<file path="config.mk">
export PLATFORM = sky130hd
export DESIGN_NAME = remote_debug_packet_receiver_top
export DESIGN_NICKNAME = d
export VERILOG_FILES = /design/src/rtl/core/rdpr_pkg.sv /design/src/rtl/core/rdpr_parse.sv /design/src/rtl/core/rdpr_emit.sv /design/src/rtl/core/remote_debug_packet_receiver_top.sv
export SDC_FILE = /design/constraint.sdc
export NUM_CORES = 1
export LEC_CHECK = 0
export ABC_AREA = 1
export BUFFER_PORTS_ARGS = -buffer_cell sky130_fd_sc_hd__buf_4
export CAP_MARGIN = 5
export CORE_MARGIN = 5
export CORE_UTILIZATION = 55
export DETAILED_ROUTE_END_ITERATION = 7
export PLACE_DENSITY = 0.82
export SYNTH_ARGS = -nofsm -noshare
export SYNTH_HDL_FRONTEND = slang
export SYNTH_HIERARCHICAL = 1
export SYNTH_SLANG_ARGS = --single-unit
</file>
<file path="constraint.sdc">
create_clock -name i_clk -period 4.46 [get_ports i_clk]
set_input_delay 0.446 -clock i_clk [delete_from_list [all_inputs] [get_ports i_clk]]
set_output_delay 0.446 -clock i_clk [all_outputs]
set_load 0.01 [all_outputs]
</file>
<file path="src/rtl/core/rdpr_pkg.sv">
// Shared types, codes and helpers for the remote debug packet receiver.
// Used by rdpr_parse, rdpr_emit and remote_debug_packet_receiver_top; depends on nothing.
package rdpr_pkg;

    // Receive buffer depth that bounds the payload length.
    localparam int BUFFER_DEPTH = 1024;
    localparam int LIMIT_CAP_INT = (BUFFER_DEPTH - 1 < 1023) ? BUFFER_DEPTH - 1 : 1023;
    localparam logic [9:0] LIMIT_CAP = 10'(LIMIT_CAP_INT);
    localparam logic [9:0] MAX_PAYLOAD_RESET = 10'd1023;

    // Framing bytes.
    localparam logic [7:0] CH_START  = 8'h24;
    localparam logic [7:0] CH_END    = 8'h23;
    localparam logic [7:0] CH_ESCAPE = 8'h7d;
    localparam logic [7:0] ESC_XOR   = 8'h20;
    localparam logic [7:0] TX_STX    = 8'h02;
    localparam logic [7:0] TX_G      = 8'h47;
    localparam logic [7:0] TX_ACK    = 8'h2b;
    localparam logic [7:0] TX_NAK    = 8'h2d;
    localparam logic [7:0] TX_EOT    = 8'h04;

    // Result kinds.
    localparam logic [2:0] KIND_PAYLOAD = 3'd0;
    localparam logic [2:0] KIND_TX      = 3'd1;
    localparam logic [2:0] KIND_GOOD    = 3'd2;
    localparam logic [2:0] KIND_BAD     = 3'd3;
    localparam logic [2:0] KIND_RESTART = 3'd4;
    localparam logic [2:0] KIND_OVER    = 3'd5;

    // Burst codes: the group of results that one input byte causes.
    localparam logic [2:0] BURST_NONE     = 3'd0;
    localparam logic [2:0] BURST_PAY      = 3'd1;
    localparam logic [2:0] BURST_PAY_OVER = 3'd2;
    localparam logic [2:0] BURST_OVER     = 3'd3;
    localparam logic [2:0] BURST_RESTART  = 3'd4;
    localparam logic [2:0] BURST_ACK      = 3'd5;

    typedef struct packed {
        logic [2:0] btype;
        logic [7:0] data;
        logic       good;
    } t_burst;

    // Hex digit decode: bit 4 set means the byte is not a hex digit.
    function automatic logic [4:0] hex_decode(input logic [7:0] c);
        logic [4:0] r;
        r = 5'h10;
        if (c >= 8'h61 && c <= 8'h66) begin
            r = {1'b0, 4'(c - 8'h57)};
        end else if (c >= 8'h30 && c <= 8'h39) begin
            r = {1'b0, 4'(c - 8'h30)};
        end else if (c >= 8'h41 && c <= 8'h46) begin
            r = {1'b0, 4'(c - 8'h37)};
        end
        return r;
    endfunction

endpackage

</file>
<file path="src/rtl/core/rdpr_parse.sv">
// Input register, framing state machine and configuration register.
// Depends on rdpr_pkg; feeds at most one burst descriptor per byte to rdpr_emit.
module rdpr_parse (
    input  logic               i_clk,
    input  logic               i_rst_n,
    input  logic               i_cfg_valid,
    output logic               o_cfg_ready,
    input  logic [9:0]         i_cfg_max_payload,
    input  logic               i_rx_valid,
    output logic               o_rx_ready,
    input  logic [7:0]         i_rx_byte,
    input  logic               i_emit_ready,
    output logic               o_burst_valid,
    output rdpr_pkg::t_burst   o_burst
);

    localparam logic [2:0] PH_HUNT = 3'd0;
    localparam logic [2:0] PH_BODY = 3'd1;
    localparam logic [2:0] PH_ESC  = 3'd2;
    localparam logic [2:0] PH_CK1  = 3'd3;
    localparam logic [2:0] PH_CK2  = 3'd4;

    logic             r_in_valid;
    logic [7:0]       r_in_byte;
    logic [9:0]       r_max_payload;
    logic [2:0]       r_phase, n_phase;
    logic [7:0]       r_sum, n_sum;
    logic [9:0]       r_count, n_count;
    logic [3:0]       r_hi, n_hi;
    logic             r_hi_bad, n_hi_bad;
    logic             adv;
    logic [9:0]       lim;
    logic [9:0]       cnt_inc;
    logic             over;
    logic [7:0]       sum_add;
    logic [4:0]       hex;
    rdpr_pkg::t_burst burst;

    assign o_cfg_ready = i_rst_n;
    assign adv         = r_in_valid && i_emit_ready;
    assign o_rx_ready  = i_rst_n && (!r_in_valid || i_emit_ready);

    // Effective limit is the smaller of the register and the buffer cap.
    assign lim     = (r_max_payload < rdpr_pkg::LIMIT_CAP) ? r_max_payload
                                                           : rdpr_pkg::LIMIT_CAP;
    assign cnt_inc = r_count + 10'd1;
    assign over    = cnt_inc >= lim;
    assign sum_add = r_sum + r_in_byte;
    assign hex     = rdpr_pkg::hex_decode(r_in_byte);

    // Next state and the burst that this byte causes.
    always_comb begin
        n_phase     = r_phase;
        n_sum       = r_sum;
        n_count     = r_count;
        n_hi        = r_hi;
        n_hi_bad    = r_hi_bad;
        burst.btype = rdpr_pkg::BURST_NONE;
        burst.data  = r_in_byte;
        burst.good  = 1'b0;
        unique case (r_phase)
            PH_HUNT: begin
                if (r_in_byte == rdpr_pkg::CH_START) begin
                    n_sum   = 8'd0;
                    n_count = 10'd0;
                    if (lim == 10'd0) begin
                        burst.btype = rdpr_pkg::BURST_OVER;
                    end else begin
                        n_phase = PH_BODY;
                    end
                end
            end
            PH_BODY: begin
                if (r_in_byte == rdpr_pkg::CH_START) begin
                    n_sum       = 8'd0;
                    n_count     = 10'd0;
                    burst.btype = rdpr_pkg::BURST_RESTART;
                end else if (r_in_byte == rdpr_pkg::CH_END) begin
                    n_phase = PH_CK1;
                end else if (r_in_byte == rdpr_pkg::CH_ESCAPE) begin
                    n_sum   = sum_add;
                    n_phase = PH_ESC;
                end else begin
                    n_sum   = sum_add;
                    n_count = cnt_inc;
                    if (over) begin
                        burst.btype = rdpr_pkg::BURST_PAY_OVER;
                        n_phase     = PH_HUNT;
                    end else begin
                        burst.btype = rdpr_pkg::BURST_PAY;
                    end
                end
            end
            PH_ESC: begin
                n_sum      = sum_add;
                n_count    = cnt_inc;
                burst.data = r_in_byte ^ rdpr_pkg::ESC_XOR;
                if (over) begin
                    burst.btype = rdpr_pkg::BURST_PAY_OVER;
                    n_phase     = PH_HUNT;
                end else begin
                    burst.btype = rdpr_pkg::BURST_PAY;
                    n_phase     = PH_BODY;
                end
            end
            PH_CK1: begin
                n_hi_bad = hex[4];
                n_hi     = hex[4] ? 4'd0 : hex[3:0];
                n_phase  = PH_CK2;
            end
            PH_CK2: begin
                burst.btype = rdpr_pkg::BURST_ACK;
                burst.good  = !r_hi_bad && !hex[4] && ({r_hi, hex[3:0]} == r_sum);
                n_phase     = PH_HUNT;
            end
            default: begin
                n_phase = PH_HUNT;
            end
        endcase
    end

    assign o_burst_valid = adv && (burst.btype != rdpr_pkg::BURST_NONE);
    assign o_burst       = burst;

    // Input register and framing state.
    always_ff @(posedge i_clk) begin
        if (!i_rst_n) begin
            r_in_valid    <= 1'b0;
            r_max_payload <= rdpr_pkg::MAX_PAYLOAD_RESET;
            r_phase       <= PH_HUNT;
            r_sum         <= 8'd0;
            r_count       <= 10'd0;
            r_hi          <= 4'd0;
            r_hi_bad      <= 1'b0;
        end else begin
            if (o_rx_ready) begin
                r_in_valid <= i_rx_valid;
            end
            if (i_cfg_valid) begin
                r_max_payload <= i_cfg_max_payload;
            end
            if (adv) begin
                r_phase  <= n_phase;
                r_sum    <= n_sum;
                r_count  <= n_count;
                r_hi     <= n_hi;
                r_hi_bad <= n_hi_bad;
            end
        end
    end

    // Received byte; payload only, no reset.
    always_ff @(posedge i_clk) begin
        if (o_rx_ready) begin
            r_in_byte <= i_rx_byte;
        end
    end

endmodule

</file>
<file path="src/rtl/core/rdpr_emit.sv">
// Result register that holds one burst; sends its results one per cycle when taken.
// Depends on rdpr_pkg; loaded by rdpr_parse.
module rdpr_emit (
    input  logic             i_clk,
    input  logic             i_rst_n,
    input  logic             i_burst_valid,
    input  rdpr_pkg::t_burst i_burst,
    output logic             o_emit_ready,
    output logic             o_res_valid,
    input  logic             i_res_ready,
    output logic [2:0]       o_kind,
    output logic [7:0]       o_data,
    output logic             o_last
);

    logic             r_have;
    rdpr_pkg::t_burst r_burst;
    logic [2:0]       r_idx;
    logic [2:0]       final_idx;

    // Index of the last result in the held burst.
    always_comb begin
        case (r_burst.btype)
            rdpr_pkg::BURST_PAY_OVER: final_idx = 3'd1;
            rdpr_pkg::BURST_ACK:      final_idx = 3'd4;
            default:                  final_idx = 3'd0;
        endcase
    end

    assign o_res_valid  = r_have;
    assign o_last       = (r_idx == final_idx);
    assign o_emit_ready = !r_have || (i_res_ready && o_last);

    // Result fields for the current position in the burst.
    always_comb begin
        o_kind = rdpr_pkg::KIND_PAYLOAD;
        o_data = 8'd0;
        case (r_burst.btype)
            rdpr_pkg::BURST_PAY: begin
                o_data = r_burst.data;
            end
            rdpr_pkg::BURST_PAY_OVER: begin
                if (r_idx == 3'd0) begin
                    o_data = r_burst.data;
                end else begin
                    o_kind = rdpr_pkg::KIND_OVER;
                end
            end
            rdpr_pkg::BURST_OVER: begin
                o_kind = rdpr_pkg::KIND_OVER;
            end
            rdpr_pkg::BURST_RESTART: begin
                o_kind = rdpr_pkg::KIND_RESTART;
            end
            rdpr_pkg::BURST_ACK: begin
                o_kind = rdpr_pkg::KIND_TX;
                case (r_idx)
                    3'd0: o_data = rdpr_pkg::TX_STX;
                    3'd1: o_data = rdpr_pkg::TX_G;
                    3'd2: o_data = r_burst.good ? rdpr_pkg::TX_ACK : rdpr_pkg::TX_NAK;
                    3'd3: o_data = rdpr_pkg::TX_EOT;
                    default: begin
                        o_kind = r_burst.good ? rdpr_pkg::KIND_GOOD : rdpr_pkg::KIND_BAD;
                    end
                endcase
            end
            default: begin
                o_kind = rdpr_pkg::KIND_PAYLOAD;
            end
        endcase
    end

    // Burst holding register and position counter.
    always_ff @(posedge i_clk) begin
        if (!i_rst_n) begin
            r_have <= 1'b0;
            r_idx  <= 3'd0;
        end else if (o_emit_ready) begin
            r_have <= i_burst_valid;
            r_idx  <= 3'd0;
        end else if (i_res_ready) begin
            r_idx <= r_idx + 3'd1;
        end
    end

    always_ff @(posedge i_clk) begin
        if (o_emit_ready && i_burst_valid) begin
            r_burst <= i_burst;
        end
    end

endmodule

</file>
<file path="src/rtl/core/remote_debug_packet_receiver_top.sv">
// Top level of the remote debug packet receiver.
// Depends on rdpr_pkg, rdpr_parse and rdpr_emit.

// Takes one link byte per beat on the rx channel and returns its results on the
// res channel, one result per beat, the final one of each byte marked by o_last.
// A byte passes an input register, the framing logic decides its results
// combinationally, and a result register holds them until they are taken.
// Payload streams at one byte per cycle while results are taken; a byte that
// gives an overflow after its payload has two results, the second checksum digit
// five; new bytes wait while they go out, one result per cycle when taken.
// The user must write the maximum payload length on the cfg channel only while
// the block is idle; the block does not enforce this. It resets to 1023.
module remote_debug_packet_receiver_top (
    input  logic       i_clk,
    input  logic       i_rst_n,
    input  logic       i_cfg_valid,
    output logic       o_cfg_ready,
    input  logic [9:0] i_cfg_max_payload,
    input  logic       i_rx_valid,
    output logic       o_rx_ready,
    input  logic [7:0] i_rx_byte,
    output logic       o_res_valid,
    input  logic       i_res_ready,
    output logic [2:0] o_kind,
    output logic [7:0] o_data,
    output logic       o_last
);

    logic             emit_ready;
    logic             burst_valid;
    rdpr_pkg::t_burst burst;

    // Framing and configuration.
    rdpr_parse u_parse (
        .i_clk             (i_clk),
        .i_rst_n           (i_rst_n),
        .i_cfg_valid       (i_cfg_valid),
        .o_cfg_ready       (o_cfg_ready),
        .i_cfg_max_payload (i_cfg_max_payload),
        .i_rx_valid        (i_rx_valid),
        .o_rx_ready        (o_rx_ready),
        .i_rx_byte         (i_rx_byte),
        .i_emit_ready      (emit_ready),
        .o_burst_valid     (burst_valid),
        .o_burst           (burst)
    );

    // Result register and serializer.
    rdpr_emit u_emit (
        .i_clk         (i_clk),
        .i_rst_n       (i_rst_n),
        .i_burst_valid (burst_valid),
        .i_burst       (burst),
        .o_emit_ready  (emit_ready),
        .o_res_valid   (o_res_valid),
        .i_res_ready   (i_res_ready),
        .o_kind        (o_kind),
        .o_data        (o_data),
        .o_last        (o_last)
    );

    // Reset empties the result register.
    a_reset_empty: assert property (@(posedge i_clk) !i_rst_n |=> !o_res_valid)
        else $error("result valid after reset");

    // Status results always close the burst of their byte.
    a_status_last: assert property (@(posedge i_clk) disable iff (!i_rst_n)
        (o_res_valid && (o_kind == rdpr_pkg::KIND_GOOD || o_kind == rdpr_pkg::KIND_BAD))
        |-> o_last)
        else $error("packet status not marked last");

    // Results without a byte carry zero data.
    a_status_zero: assert property (@(posedge i_clk) disable iff (!i_rst_n)
        (o_res_valid && o_kind != rdpr_pkg::KIND_PAYLOAD && o_kind != rdpr_pkg::KIND_TX)
        |-> (o_data == 8'd0))
        else $error("status result with nonzero data");

    // The status result follows the end-of-transmission beat right away.
    a_eot_then_status: assert property (@(posedge i_clk) disable iff (!i_rst_n)
        (o_res_valid && i_res_ready && o_kind == rdpr_pkg::KIND_TX
         && o_data == rdpr_pkg::TX_EOT)
        |=> (o_res_valid && (o_kind == rdpr_pkg::KIND_GOOD || o_kind == rdpr_pkg::KIND_BAD)))
        else $error("status missing after acknowledge bytes");

endmodule
</file>
After elaboration in Yosys (flattened, before gate mapping)
Cells that the tools add are included.

Add/sub/neg operators: 6. Order comparisons: 8. Equality and inequality tests: 23. Multiplexer cells: 39. Bitwise operators: 2. Reduce and logical (&&, ||, !) cells: 27.

Operators by type and width (count): two-way mux 10 bit (5); case mux 8 bit (3 select lines) (2); two-way mux 3 bit (13); case mux 3 bit (4 select lines) (3); two-way mux 8 bit (4); case mux 8 bit (4 select lines) (1); case mux 10 bit (3 select lines) (1); == test 3 x 2 -> 1 bit, second input constant (6); == test 8 x 6 -> 1 bit, second input constant (2); >= comparator 8 x 7 -> 1 bit, second input constant (2); <= comparator 8 x 7 -> 1 bit, second input constant (2); two-way mux 5 bit (3); adder 10 x 1 -> 10 bit, second input constant (1); >= comparator 10 bit (1); logical AND 1 bit (10); logical NOT 10 bit (1); < comparator 10 bit, second input constant (1); AND reduction 5 bit (2); == test 3 x 1 -> 1 bit, second input constant (3); == test 3 bit, second input constant (3); adder 8 bit (1); == test 8 x 7 -> 1 bit, second input constant (1); == test 8 bit (1); >= comparator 8 x 6 -> 1 bit, second input constant (1); 23 further kinds (35).

Bits in registers: 61. Output and inout port bits: 15. Word-level logic and storage cells: 118.

Depth between registers and ports, before layout
Gate-level depths: netlist of the first run.

Depth after elaboration: 11. Depth in mapped cells: 20.

Cells and area by module
The synthesis of the first run kept the hierarchy.

Modules (own cells, without submodules): rdpr_parse (instances 1, cells an instance 437, area an instance 3025.4 sq um, sequential area each 980.9 sq um); rdpr_emit (instances 1, cells an instance 88, area an instance 845.8 sq um, sequential area each 440.4 sq um).

Worst setup path after synthesis of the first run
Ideal clock, no wire load.

Kind: register to register. Start: register u_parse.r_count[0]. End: register u_emit/r_burst[0] in the netlist's numbering (enable). Library setup time: 384 ps. Arrival time: 2747 ps. Required time: 4076 ps. Setup slack: 1329 ps. Stages on the path, launching flop included: 20. Buffers on the path: 0. Period minus slack after synthesis: 3131 ps. Cell sequence: dfxtp_1 -> ha_1 -> nand2_1 -> nor2_1 -> nand3_1 -> nor2_1 -> xor2_1 -> ha_1 -> nand2_1 -> inv_1 -> nand3_1 -> inv_1 -> nand3_1 -> nand3_1 -> inv_1 -> nand2_1 -> nand3_1 -> nor3_1 -> nor2_1 -> a21boi_1.

RTL lines: from (decl) (line rdpr_parse.sv:28) `logic [9:0] r_count, n_count;`; from (signal assigned) (line rdpr_parse.sv:145) `r_count <= n_count;`; to (signal assigned) (line rdpr_emit.sv:88) `r_burst <= i_burst;`; to (decl) (line rdpr_emit.sv:17) `rdpr_pkg::t_burst r_burst;`.

==> impl_metrics.toml, run 1 <==
[synthesis]
synth_fp_nets = 576
ys_async_sr_fraction = 0
netlist-cell-type-count = 40
synthesized_area_divided_by_synthesized_cell_count_um2 = 7.37
synth_cells = 525
synth_seq_cells = 61
syn_area_um2 = 3870
count_of_flip_flops_with_a_built_in_enable_after_synthesis = 20
synth-main-ff-cell = "sky130_fd_sc_hd__dfxtp_1"
synth.yosys.seq_area_share = 0.367
yosysWarningCount = 6

[clock_network]
cts-root-to-sink-buffers = 2
cts-root-buf = "sky130_fd_sc_hd__clkbuf_8"
cts.sink_count = 61
cts-resized-gates = 0
postCtsSetupRepairBufs = 0
tritoncts = "done"
clk-insertion-delay-late_ns = 0.33
cts_htree_levels = 3
tritoncts.num_buffers = 9
ctsHoldBuffers = 0
path_clk_slew_ns = 0.07

[final_layout]
final_cell_mix = "sky130_fd_sc_hd__nand2_1 (118), sky130_fd_sc_hd__inv_1 (76), sky130_fd_sc_hd__nor2_1 (48)"
fill_cells = 589
layout-area-overhead-vs-synth_pct = 14.9
finish.instance_area_um2 = 4450
final_common_cell = "sky130_fd_sc_hd__nand2_1"
share_of_final_layout_standard_cells_stronger_than_drive_strength_1 = 0.140
antenna_cells_inserted = 0
finish.utilization = 0.651
multiInputGateArea_um2 = 2050
final_net_count = 612
layout.area.seq_um2 = 1420

[sta]
final.hold.worst_slack_ns = 0.282
worst_slew_pin_tran_ns = 0.402
fin_tns_setup_ns = 0
finalHoldViolCount = 0
max-slew-margin-rel = 0.732
setup_viol_count_final = 0
final_skew_ns = 0.0116
period_needed_ns = 3.11
clock.fmax_mhz = 322
rsz0062_at_grt = "false"
final_period_utilization = 0.697
final-max-slew-violation-count = 0

[min_path]
hold_path_startpoint = "i_rx_byte[1]"
hp-class = "input port to flip-flop"

[setup_path]
cp_data_arrival_time_ns = 3.14
path_max_fanout = 12
cp-start-kind = "flip-flop"
worstPathRequired_ns = 4.49
crit_path_start = "u_parse/r_count[0]"
origin_of_the_critical_flop_to_flop_path = "u_parse/r_count[0]"
crit_type = "flip-flop to flip-flop"
timing.critical_path.to_type = "flip-flop"

[detailed_routing]
drt_first_iter_violations = 262
vias_per_cell = 5.31
routed_wire_length_per_instance_um = 12.9
drtPass1Iterations = 5
antenna_violation_net_count_after_detailed_routing = 0
num_vias = 3515
drcViolationCount = 0
route.final.wire_length_um = 8570

[floorplanning]
core_um2 = 6830
boundaryPins = 38
die_footprint_um2 = 8820
floorplan.die.height_um = 93.9
fp.dieW_um = 93.9
starting_density_of_the_core = 0.567
floorplan.rows = 30

[grt]
first_pass_grt_wire_length_um = 14200
grt.met3_usage = 0.0521
grt_pass1_vias = 3356
grt_max_degree = 35
top_usage_layer = "met2"
grt_util_met2 = 0.351
grtUsageTotal = 0.202
grt_remaining_overflow = 0
antenna_found_initial = 0
global_route.usage.met1 = 0.238

[place]
dpl_cell_area_um2 = 4200
dp.final_hpwl_um = 6350
gpl.final_weighted_congestion = 0.906
port_buffers = 37

[pwr]
power_density_nw_per_um2 = 292
max-vdd-ir-drop_mv = 0.209
leakage_nw = 2.16

[run_status]
outcome = "completed"

[job]
max_cap_violations = 0
-- cells in the mapped netlist, types with 4 or more instances --
cell,n,share of area
sky130_fd_sc_hd__clkbuf_1,6,0.0058
sky130_fd_sc_hd__nand2_1,118,0.11
sky130_fd_sc_hd__a21oi_1,46,0.059
sky130_fd_sc_hd__nor3_1,5,0.0065
sky130_fd_sc_hd__inv_1,76,0.074
sky130_fd_sc_hd__nand2_2,5,0.0081
sky130_fd_sc_hd__o21ai_0,29,0.037
sky130_fd_sc_hd__nand4_1,9,0.015
sky130_fd_sc_hd__nand3_1,32,0.041
sky130_fd_sc_hd__dfxtp_1,41,0.21
sky130_fd_sc_hd__nor2_1,48,0.047
sky130_fd_sc_hd__xnor2_1,9,0.020
sky130_fd_sc_hd__buf_4,9,0.017
sky130_fd_sc_hd__ha_1,27,0.087
sky130_fd_sc_hd__edfxtp_1,20,0.16
sky130_fd_sc_hd__nand3_2,4,0.010
sky130_fd_sc_hd__xor2_1,6,0.014
-- worst max-delay path, cell delays in order (launching register included) --
cell	delay (ns)
sky130_fd_sc_hd__dfxtp_1	0.41
sky130_fd_sc_hd__ha_1	0.20
sky130_fd_sc_hd__nand2_1	0.08
sky130_fd_sc_hd__nor2_1	0.16
sky130_fd_sc_hd__nand3_1	0.12
sky130_fd_sc_hd__nor2_1	0.13
sky130_fd_sc_hd__xor2_1	0.20
sky130_fd_sc_hd__ha_1	0.26
sky130_fd_sc_hd__nand2_1	0.09
sky130_fd_sc_hd__inv_1	0.04
sky130_fd_sc_hd__nand3_1	0.07
sky130_fd_sc_hd__inv_1	0.06
sky130_fd_sc_hd__nand3_1	0.08
sky130_fd_sc_hd__nand3_1	0.15
sky130_fd_sc_hd__inv_1	0.09
sky130_fd_sc_hd__nand2_1	0.05
sky130_fd_sc_hd__nand3_1	0.08
sky130_fd_sc_hd__nor3_1	0.05
sky130_fd_sc_hd__nor2_1	0.11
sky130_fd_sc_hd__a21boi_1	0.17
sky130_fd_sc_hd__buf_4	0.21
-- sequential cells by signal, summed over array words and instances (netlist names) --
signal                 count
u_emit/r_burst            12
u_parse/r_phase            3
u_parse/r_in_byte          8
u_emit/o_res_valid         1
u_parse/r_max_payload     10
u_parse/r_in_valid         1
u_parse/r_sum              8
u_parse/r_hi_bad           1
u_parse/r_hi               4
u_emit/r_idx               3
u_parse/r_count           10
-- kinds of logic (layout without fill, tap and decap cells) --
family,Yosys count,after routing,synth area share
AND/OR/NAND/NOR,234,234,0.272
multiplexers,1,1,0.00259
buffers and inverters,97,138,0.104
flip-flops,61,61,0.367
adder cells (fa/ha/maj),28,28,0.0924
XOR/XNOR,15,15,0.0339
AO/OA/AOI/OAI,89,89,0.128
-- cell type report --
type / count / area share
timing repair buffer: 40 / 0.0675
inverter: 82 / 0.0703
clock buffer: 13 / 0.0405
sequential: 61 / 0.320
clock inverter: 3 / 0.0146
tap: 96 / 0.0270
multi-input combinational: 367 / 0.460
-- power breakdown --
| part | internal (mW) | total [mW] | leakage [nW] | switching (mW) |
|---|---|---|---|---|
| Clock | 0.379 | 0.592 | 0.125 | 0.213 |
| Sequential | 0.587 | 0.605 | 0.511 | 0.0182 |
| Combinational | 0.0408 | 0.100 | 1.52 | 0.0596 |
-- routing by layer --
metal	up-vias	share of wire
li1	1776	-
met1	1623	0.42
met2	102	0.50
met3	14	0.059
met4	0	0.013
met5	-	0
-- worst paths after layout --
check	to	slack [ns]	cells after the start
setup / recovery	u_emit/r_burst[5]	1.35	20
setup reg to reg	u_emit/r_burst[5]	1.35	20
hold / removal	u_parse/r_in_byte[1]	0.28	1
hold reg to reg	u_parse/r_hi[2]	0.48	2
-- stage by stage --
step,power [mW],instances,setup slack (ns)
floorplan,0.682,525,1.33
global placement,0.710,646,1.57
detailed placement,0.715,646,1.40
CTS,1.30,662,1.38
global route,1.35,662,1.05
finish,1.30,662,1.35
No activity file was read; power rests on OpenSTA's default activity.
==> run 2, diff against run 1 <==
--- a/config.mk
+++ b/config.mk
@@ -9,9 +9,9 @@
 export BUFFER_PORTS_ARGS = -buffer_cell sky130_fd_sc_hd__buf_4
 export CAP_MARGIN = 5
 export CORE_MARGIN = 5
-export CORE_UTILIZATION = 55
+export CORE_UTILIZATION = 54
 export DETAILED_ROUTE_END_ITERATION = 7
-export PLACE_DENSITY = 0.82
+export PLACE_DENSITY = 0.84
 export SYNTH_ARGS = -nofsm -noshare
 export SYNTH_HDL_FRONTEND = slang
 export SYNTH_HIERARCHICAL = 1
==> constraint.sdc (replaced) <==
create_clock -name i_clk -period 2.7 [get_ports i_clk]
set_input_delay 0.27 -clock i_clk [delete_from_list [all_inputs] [get_ports i_clk]]
set_output_delay 0.27 -clock i_clk [all_outputs]
set_load 0.01 [all_outputs]
==> run 2 against run 1 <==
  * Non-clock buffer count increased by 24
  * Total power increased by 66%
  * Design area increased by 8.2%
  * The run now ends with setup timing left
  * Combinational power increased by 80%
  * Highest routed layer unchanged
  * Sequential cell count unchanged
  * Critical endpoint unchanged
  * Utilization increased by 4.9 points
==> impl_metrics.toml, run 2 (same netlist as run 1, synthesis figures left out) <==
[final_layout]
layout.area.seq_um2 = 1430
largest_registers = "u_emit/r_burst x12, u_parse/r_count x10, u_parse/r_max_payload x10"
layout-area-overhead-vs-synth_pct = 24.2
layout.cells.non_filler = 686
fill_cells = 485
final_common_cell = "sky130_fd_sc_hd__nand2_1"
max_flop_register = "u_emit/r_burst"
multiInputGateArea_um2 = 2210
share_of_final_layout_standard_cells_stronger_than_drive_strength_1 = 0.231
final_net_count = 636
antenna_cells_inserted = 0
final_cell_mix = "sky130_fd_sc_hd__nand2_1 (111), sky130_fd_sc_hd__inv_1 (73), sky130_fd_sc_hd__buf_4 (62)"
finish.instance_area_um2 = 4810
largest_register_ff_count = 12

[clock_network]
tritoncts.num_buffers = 9
tritoncts = "done"
cts-root-to-sink-buffers = 2
cts-root-buf = "sky130_fd_sc_hd__clkbuf_8"
cts.sink_count = 61
cts_htree_levels = 3
path_clk_slew_ns = 0.07
clk-insertion-delay-late_ns = 0.34
ctsHoldBuffers = 0

[sta]
worst_slew_pin_tran_ns = 0.394
max-slew-margin-rel = 0.737
setup_viol_count_final = 12
rsz0062_at_grt = "true"
clock.fmax_mhz = 348
final_period_utilization = 1.06
final_skew_ns = 0.00800
period_needed_ns = 2.87
fin_tns_setup_ns = -2.01
final-max-slew-violation-count = 0
final.hold.worst_slack_ns = 0.103
finalHoldViolCount = 0
post-route-worst-setup-slack_ns = -0.170

[setup_path]
cp-start-kind = "flip-flop"
worstPathRequired_ns = 2.75
path_max_fanout = 6
cp_data_arrival_time_ns = 2.92
crit_type = "flip-flop to flip-flop"
timing.critical_path.to_type = "flip-flop"

[floorplanning]
starting_density_of_the_core = 0.564
floorplan.rows = 30
die_footprint_um2 = 8960
core_um2 = 6870
fp.dieW_um = 94.7
boundaryPins = 38
floorplan.die.height_um = 94.7

[run_status]
failed_checks = "setup timing"
outcome = "complete, but fails checks"

[grt]
grtUsageTotal = 0.236
grt_pass1_vias = 3597
first_pass_grt_wire_length_um = 16400
grt_remaining_overflow = 0
antenna_found_initial = 0
grt_max_degree = 35

[pwr]
max-vdd-ir-drop_mv = 0.384
power.share.switching = 0.227
sequential_share_of_power = 0.463
clock_power_share = 0.454
p_total_mw = 2.15
pwr-share-comb = 0.083
power.switching_mw = 0.489
cellInternalPower_mw = 1.66
power_density_nw_per_um2 = 448
leakage_nw = 2.35

[place]
dp.final_hpwl_um = 6710
dpl_cell_area_um2 = 4320
dp.cells = 656
gpl.final_weighted_congestion = 0.899
port_buffers = 37

[job]
max_cap_violations = 0

[detailed_routing]
routed_wire_length_per_instance_um = 15.2
antenna_violation_net_count_after_detailed_routing = 0
drtPass1Iterations = 5
drcViolationCount = 0
drt_first_iter_violations = 356
num_vias = 3805
vias_per_cell = 5.55
route.final.wire_length_um = 10400

[min_path]
hp-class = "input port to flip-flop"
run 2: cell types whose count changed in the layout (fill, tap and decap cells not counted), moves of 5 or more:
cell                      before  now
sky130_fd_sc_hd__nand2_1     118  111
sky130_fd_sc_hd__nand3_2       4   10
sky130_fd_sc_hd__buf_4        40   62
sky130_fd_sc_hd__nor2_1       48   43
sky130_fd_sc_hd__nand3_1      32   25
sky130_fd_sc_hd__dfxtp_1      41   36
run 2: metrics by stage:
stage	utilization	setup slack, ns
2_1_floorplan	-	0.00562
5_1_grt	0.700	-0.318
6_report	0.700	-0.170
4_1_cts	0.694	-0.170
3_5_place_dp	0.629	-0.185
3_3_place_gp	0.629	-0.0279
run 2: layout make-up:
| type | instances | area share |
|---|---|---|
| timing repair buffer | 64 | 0.101 |
| clock inverter | 3 | 0.0135 |
| inverter | 82 | 0.0650 |
| sequential | 61 | 0.298 |
| multi-input combinational | 367 | 0.460 |
| tap | 96 | 0.0250 |
| clock buffer | 13 | 0.0375 |
run 2: path summary, 6_finish.rpt:
check	slack [ns]	from	to	cells past startpoint
worst min register to register	0.49	u_parse/r_hi[2]	u_parse/r_hi[2]	2
worst max register to register	-0.17	u_parse/r_count[1]	u_emit/r_burst[5]	20
worst min-delay path	0.10	i_rx_byte[5]	u_parse/r_in_byte[5]	1
worst max-delay path	-0.17	u_parse/r_count[1]	u_emit/r_burst[5]	20
run 2: power by group through the flow:
| stage | Combinational (mW) | Sequential [mW] | Clock, mW |
|---|---|---|---|
| detailed placement | 0.168 | 1.02 | 0 |
| global route | 0.199 | 0.997 | 1.03 |
| floorplan | 0.120 | 1.01 | 0 |
| CTS | 0.172 | 0.994 | 0.989 |
| global placement | 0.161 | 1.02 | 0 |
| finish | 0.180 | 0.996 | 0.977 |
run 2: per-layer routing:
layer / track usage / share of wire
met5: 0 / 0
met4: 0.112 / 0.040
met3: 0.0398 / 0.060
met2: 0.438 / 0.50
met1: 0.259 / 0.40
run 2: worst max-delay path, cell delays in order, from the launching register on:
cell,delay [ns]
sky130_fd_sc_hd__dfxtp_4,0.38
sky130_fd_sc_hd__ha_4,0.15
sky130_fd_sc_hd__nand2_4,0.06
sky130_fd_sc_hd__nor2_4,0.12
sky130_fd_sc_hd__nand3_4,0.10
sky130_fd_sc_hd__nor2_4,0.14
sky130_fd_sc_hd__xor2_2,0.18
sky130_fd_sc_hd__ha_1,0.29
sky130_fd_sc_hd__nand2_1,0.12
sky130_fd_sc_hd__inv_1,0.06
sky130_fd_sc_hd__nand3_2,0.06
sky130_fd_sc_hd__inv_2,0.05
sky130_fd_sc_hd__nand2_2,0.06
sky130_fd_sc_hd__nand3_2,0.09
sky130_fd_sc_hd__inv_1,0.06
sky130_fd_sc_hd__nand2_1,0.06
sky130_fd_sc_hd__nand3_2,0.10
sky130_fd_sc_hd__nor3_2,0.06
sky130_fd_sc_hd__nor2_2,0.11
sky130_fd_sc_hd__a21boi_4,0.21
sky130_fd_sc_hd__buf_6,0.15
run 2: timing repair:
item,4_1_cts,5_1_grt
cloned,1,0
setup buffers,12,5
pin swaps,18,13
setup endpoints to repair,13,19
resized for setup,21,19
